===== src/hw/rtl/tako_pkg.sv =====
// Package for the two-axis scalar Kalman odometry block.
// Types, fixed-point constants and register indexes; no dependencies.
package tako_pkg;

  localparam int unsigned FracBits   = 16;
  localparam int unsigned ValueWidth = 32;
  localparam int unsigned TimeWidth  = 48;
  localparam int unsigned AddrWidth  = 3;
  localparam int unsigned GainWidth  = FracBits + 1;
  localparam int unsigned UsPerS     = 1000000;
  localparam int unsigned MagWidth   = ValueWidth + 1;
  localparam int unsigned ProdWidth  = MagWidth + 20;
  localparam logic [ValueWidth-1:0] QReset = 32'd262144;
  localparam logic [ValueWidth-1:0] RReset = 32'd262144;

  typedef enum logic [AddrWidth-1:0] {
    RegProcessNoise     = 3'd0,
    RegMeasurementNoise = 3'd4
  } reg_addr_e;

  typedef enum logic [2:0] {
    StIdle, StKalman, StVelStart, StVel, StOut
  } state_e;

  typedef struct packed {
    logic signed [31:0] meas_x;
    logic signed [31:0] meas_y;
    logic signed [31:0] altitude;
    logic [47:0]        time_us;
  } in_item_t;

  typedef struct packed {
    logic signed [31:0] filtered_x;
    logic signed [31:0] filtered_y;
    logic signed [31:0] altitude_out;
    logic signed [31:0] vel_x;
    logic signed [31:0] vel_y;
    logic signed [31:0] vel_z;
    logic               dt_zero;
  } out_item_t;

  typedef struct packed {
    logic start;
    logic busy;
    logic done;
  } lane_ctl_t;

  function automatic logic signed [ValueWidth-1:0] sat_val(input logic signed [ValueWidth+1:0] v);
    logic signed [ValueWidth+1:0] hi;
    logic signed [ValueWidth+1:0] lo;
    hi = (ValueWidth+2)'({1'b0, {(ValueWidth-1){1'b1}}});
    lo = -hi - (ValueWidth+2)'(1);
    if (v > hi) return hi[ValueWidth-1:0];
    else if (v < lo) return lo[ValueWidth-1:0];
    else return v[ValueWidth-1:0];
  endfunction

endpackage


===== src/hw/rtl/tako_kalman_lane.sv =====
// One scalar Kalman lane: variance update, iterative gain divider, estimate update.
// Depends on tako_pkg.
module tako_kalman_lane (
  input  logic                                  clk_i,
  input  logic                                  rst_ni,
  input  logic                                  start_i,
  input  logic                                  init_i,
  input  logic signed [tako_pkg::ValueWidth-1:0] meas_i,
  input  logic [tako_pkg::ValueWidth-1:0]       q_i,
  input  logic [tako_pkg::ValueWidth-1:0]       r_i,
  output logic signed [tako_pkg::ValueWidth-1:0] est_o,
  output tako_pkg::lane_ctl_t                   ctl_o
);
  import tako_pkg::*;

  localparam int unsigned CntW = $clog2(FracBits + 4);

  logic signed [ValueWidth-1:0] est_q, est_d;
  logic [ValueWidth-1:0] var_q, var_d;
  logic [ValueWidth-1:0] p_q, p_d;
  logic [ValueWidth:0]   den_q, den_d;
  logic [ValueWidth+1:0] rem_q, rem_d;
  logic [GainWidth-1:0]  gain_q, gain_d;
  logic [CntW-1:0]       cnt_q, cnt_d;
  logic                  busy_q, busy_d, done_q, done_d;
  logic signed [ValueWidth-1:0] meas_q, meas_d;

  logic [ValueWidth:0]   psum;
  logic [ValueWidth+1:0] rsh;
  logic signed [ValueWidth:0] innov;
  logic [ValueWidth:0]   mag;
  logic [ValueWidth+GainWidth:0] prod;
  logic [ValueWidth+GainWidth:0] vprod;
  logic [GainWidth-1:0]  ginv;

  always_comb begin
    psum   = {1'b0, var_q} + {1'b0, q_i};
    rsh    = {rem_q[ValueWidth:0], 1'b0};
    innov  = {meas_q[ValueWidth-1], meas_q} - {est_q[ValueWidth-1], est_q};
    mag    = innov[ValueWidth] ? (ValueWidth+1)'(-innov) : (ValueWidth+1)'(innov);
    prod   = (ValueWidth+GainWidth+1)'(mag) * (ValueWidth+GainWidth+1)'(gain_q);
    ginv   = GainWidth'(1 << FracBits) - gain_q;
    vprod  = (ValueWidth+GainWidth+1)'(p_q) * (ValueWidth+GainWidth+1)'(ginv);
    est_d  = est_q; var_d = var_q; p_d = p_q; den_d = den_q; rem_d = rem_q;
    gain_d = gain_q; cnt_d = cnt_q; busy_d = busy_q; done_d = 1'b0; meas_d = meas_q;
    if (init_i) begin
      est_d = '0; var_d = '0;
    end else if (start_i) begin
      p_d    = psum[ValueWidth] ? '1 : psum[ValueWidth-1:0];
      meas_d = meas_i;
      cnt_d  = '0;
      busy_d = 1'b1;
    end else if (busy_q) begin
      cnt_d = cnt_q + CntW'(1);
      if (cnt_q == '0) begin
        den_d  = {1'b0, p_q} + {1'b0, r_i};
        rem_d  = {2'b0, p_q};
        gain_d = '0;
      end else if (cnt_q == CntW'(1)) begin
        if (den_q == '0) cnt_d = CntW'(FracBits + 2);
        else if (rem_q >= {1'b0, den_q}) begin
          gain_d = GainWidth'(1); rem_d = rem_q - {1'b0, den_q};
        end
      end else if (cnt_q <= CntW'(FracBits + 1)) begin
        if (rsh >= {1'b0, den_q}) begin
          rem_d = rsh - {1'b0, den_q}; gain_d = {gain_q[GainWidth-2:0], 1'b1};
        end else begin
          rem_d = rsh; gain_d = {gain_q[GainWidth-2:0], 1'b0};
        end
      end else begin
        est_d  = sat_val(innov[ValueWidth]
          ? (ValueWidth+2)'(est_q) - (ValueWidth+2)'(prod[ValueWidth+FracBits:FracBits])
          : (ValueWidth+2)'(est_q) + (ValueWidth+2)'(prod[ValueWidth+FracBits:FracBits]));
        var_d  = vprod[ValueWidth+FracBits-1:FracBits];
        busy_d = 1'b0;
        done_d = 1'b1;
      end
    end
  end

  always_ff @(posedge clk_i or negedge rst_ni) begin
    if (!rst_ni) begin
      est_q <= '0; var_q <= '0; busy_q <= 1'b0; done_q <= 1'b0; cnt_q <= '0;
    end else begin
      est_q <= est_d; var_q <= var_d; busy_q <= busy_d; done_q <= done_d; cnt_q <= cnt_d;
    end
  end

  always_ff @(posedge clk_i) begin
    p_q <= p_d; den_q <= den_d; rem_q <= rem_d; gain_q <= gain_d; meas_q <= meas_d;
  end

  assign est_o = est_q;
  assign ctl_o = '{start: start_i, busy: busy_q, done: done_q};

  gain_range: assert property (@(posedge clk_i) disable iff (!rst_ni)
    done_q |-> gain_q <= GainWidth'(1 << FracBits)) else $error("gain above one");
  no_restart: assert property (@(posedge clk_i) disable iff (!rst_ni)
    busy_q |-> !start_i) else $error("lane restarted while busy");
  done_ends: assert property (@(posedge clk_i) disable iff (!rst_ni)
    done_q |-> !busy_q) else $error("done while busy");
endmodule


===== config.mk =====
export PLATFORM = sky130hd
export DESIGN_NAME = tako_kalman_lane
export DESIGN_NICKNAME = d
export VERILOG_FILES = /design/src/hw/rtl/tako_pkg.sv /design/src/hw/rtl/tako_kalman_lane.sv
export SDC_FILE = /design/constraint.sdc
export NUM_CORES = 2
export LEC_CHECK = 0
export ABC_AREA = 1
export ABC_CLOCK_PERIOD_IN_PS = 28500
export BUFFER_PORTS_ARGS = -buffer_cell sky130_fd_sc_hd__buf_2
export CORE_UTILIZATION = 45
export CTS_BUF_LIST = sky130_fd_sc_hd__clkbuf_2 sky130_fd_sc_hd__clkbuf_4 sky130_fd_sc_hd__clkbuf_8
export CTS_CLUSTER_DIAMETER = 60
export CTS_CLUSTER_SIZE = 20
export DETAILED_ROUTE_END_ITERATION = 8
export SLEW_MARGIN = 0
export SYNTH_ARGS = -nofsm -noshare
export SYNTH_HDL_FRONTEND = slang
export SYNTH_SLANG_ARGS = --single-unit

===== constraint.sdc =====
create_clock -name clk_i -period 28.5 [get_ports clk_i]
set_clock_uncertainty 0.05 [all_clocks]
set_input_delay 5.7 -clock clk_i [delete_from_list [all_inputs] [get_ports clk_i]]
set_output_delay 5.7 -clock clk_i [all_outputs]
set_load 0.05 [all_outputs]

==> impl_results.md <==
* CTS tree: yes
* Core area at 122,000 um^2
* Drt drc at 0
* CTS Hold Bufs at 0
* Die width at 352 um
* Endpoints failing setup at 0
* Synth Instances at 7,346
* Min Tclk post-route at 14.63 ns
* Rows at 128
* Final core utilization at 48.0%
* Met3 wire len at 16,400 um
* Total CTS buffers at 38
* Area leader, netlist: fa_1
* CP max-delay cell: inv_1
* Multi-input gate area at 42,300 um^2
* Crit path capture type: register
* Clk sink count at 219
* Maxcap violations at 0
* Worst path required time at 29.03 ns
* Pre-antenna DRT Iters at 7
* Synth top area cells: fa_1 (33%), nand2_1 (12%), inv_1 (10%)
* Largest net degree at the start of global routing at 72
* Mean Syn Cell Area at 7.52 um^2
* Ys async rst share at 32.4%
* Synth Warn # at 0
* Post-synth EDFFs at 148
* Max incr delay on CP at 0.69 ns
* Hold Crit Depth at 2
* Die H at 352 um
* HPWL Detailed at 153,000 um
* Main synth FF type: edfxtp_1
* Hold Fails Final Rpt at 0
* ANT nets after route at 0
* Slew headroom at 6.43%
* Area growth syn-to-layout at 5.86%
* Area after DPL at 57,500 um^2
* Worst setup SP type: register
* Initial antenna violation count at 6
* DR WL/cell at 21.2 um
* GRT overflow at 0
* Routed met1 length at 82,600 um
* Total negative slack at 0 ns
* Final worst path period share at 51.3%
* Routed wl met2 at 86,000 um
* Clock Tree Buf Depth at 3
* Via count at 49,000
* Clk_lat worst skew at 0.71 ns
* Register area at 6220 um^2
* Slack of the critical path at 13.87 ns
* Gp weighted congestion at 1.03
* Total wire length at 191,000 um
* Starting Density at 45.4%
* Post-synthesis sequential area ratio at 11.3%
* Highest clock rate at 0.0684 GHz
* Num ports at 135
* Synth Register Bits at 219
* Number of fill cells at 12,400
* Data arrival, critical path at 15.16 ns
* DRT iter0 DRCs at 4,056
* Worst r2r path cells at 56
* Placement Setup Slack at 14.12 ns
* Top sig layer: met5
* Post-CTS setup repair buffer count at 0
* H-tree Lvls at 2
* Worst-path maximum fanout at 48
* Share of the synthesized area in the top cell type at 33.1%
* IO buf count at 134
* Worst Tran Pin Value at 1.40 ns
* Synth Net Count at 8,795
* Most frequent CP cell: nand2_1
* First-pass GRT wire length at 295,000 um
* Post-CTS sizing at 0
* Count of cell types in the netlist at 63
* Most frequent cells in the layout: nand2_1 (1,790), inv_1 (1,505), fa_1 (913)
* Share of cells above drive strength 1 at 5.26%
* Mapped Area at 55,200 um^2
* Die Area at 124,000 um^2
* Most common cell after layout, fill and taps aside: nand2_1
* RSZ-0062 raised after global routing: false
* Status: complete, no violations
* DR vias/cell at 5.43
* Fin. max-slew vios at 0
* Final instance area at 58,500 um^2
* Gr usage total at 31.0%
* CTS clock-pin slew for the worst setup and hold paths at 0.08 ns
* CTS root buf: clkbuf_8
* Crit Path Class: reg -> reg
* Nets at 8,801
* Min-delay worst type: reg -> reg
* Vias in the first global route at 49,500
==> cells by family (layout without fill, tap and decap cells) <==
| logic type | after synthesis | in the layout | share of synthesized area (%) |
|---|---|---|---|
| adders and majority gates | 1349 | 1349 | 43.0 |
| and+or+nand+nor | 3017 | 3017 | 22.3 |
| buffers and inverters | 1775 | 1811 | 12.2 |
| xor gates and xnor gates | 212 | 212 | 3.39 |
| DFF | 219 | 219 | 11.3 |
| AOI/OAI and AO/OA | 774 | 774 | 7.83 |
| other | 0 | 3 | 0 |
==> per-stage QoR <==
step,hold slack (ns),cells
3_5_place_dp,0.421,8937
4_1_cts,0.443,9007
5_1_grt,0.463,9010
6_report,0.440,9010
2_1_floorplan,0.403,7346
3_3_place_gp,0.419,8937
==> worst max-delay path: cells and delay by family, from the launching register on <==
family | cells | cell delay (ns)
AOI/OAI and AO/OA | 8 | 1.86
xor gates and xnor gates | 3 | 1.03
adders and majority gates | 10 | 4.35
buffers and inverters | 11 | 2.59
DFF | 1 | 0.42
and+or+nand+nor | 24 | 4.14
==> cells in the mapped netlist, types with 10 or more instances <==
cell type	n
nand2_1	1791
inv_1	1505
fa_1	913
nor2_1	739
ha_1	436
a21oi_1	377
nand3_1	253
clkbuf_1	206
o21ai_0	200
edfxtp_1	148
xor2_1	130
xnor2_1	80
dfrtp_1	71
nor3_1	59
nand4_1	41
a21o_1	31
nand3b_1	31
a31oi_1	30
or2_2	26
o21bai_1	25
o21a_1	19
nand3_2	18
o21ai_1	18
buf_2	17
nor4_1	17
inv_2	15
nand2_2	14
o211ai_1	14
clkinv_1	13
nor2_2	11
a21boi_0	10
==> worst paths after layout <==
kind / startpoint / endpoint / slack (ns)
worst min register to register: var_q[31] / var_q[31] / 0.44
worst max register to register: est_o[0] / est_o[17] / 13.87
worst max-delay path: est_o[0] / est_o[17] / 13.87
worst min-delay path: var_q[31] / var_q[31] / 0.44
min in group asynchronous: rst_ni / est_o[8] / 4.80
max in group asynchronous: rst_ni / busy_q / 22.31
==> area by class of cell <==
class | count | area share [%]
Multi-Input combinational cell | 5352 | 72.4
Sequential cell | 219 | 10.6
Inverter | 1533 | 9.84
Tap cell | 1625 | 3.48
Timing Repair Buffer | 208 | 2.10
Clock buffer | 42 | 0.968
Clock inverter | 28 | 0.587
Antenna cell | 3 | 0.0128
==> flip-flops by register name, indices dropped and copies added (netlist names) <==
register  cells
busy_q        1
cnt_q         5
den_q        33
done_q        1
est_o        32
gain_q       17
meas_q       32
p_q          32
rem_q        34
var_q        32
==> per-layer routing <==
layer,GRT usage [%],up-vias
li1,-,22400
met1,43.7,24300
met2,48.8,1973
met3,5.43,329
met4,8.94,4
met5,0,-
Power is not shown: default switching activity piles up to over one toggle a cycle in this logic, so the estimate is an artifact.
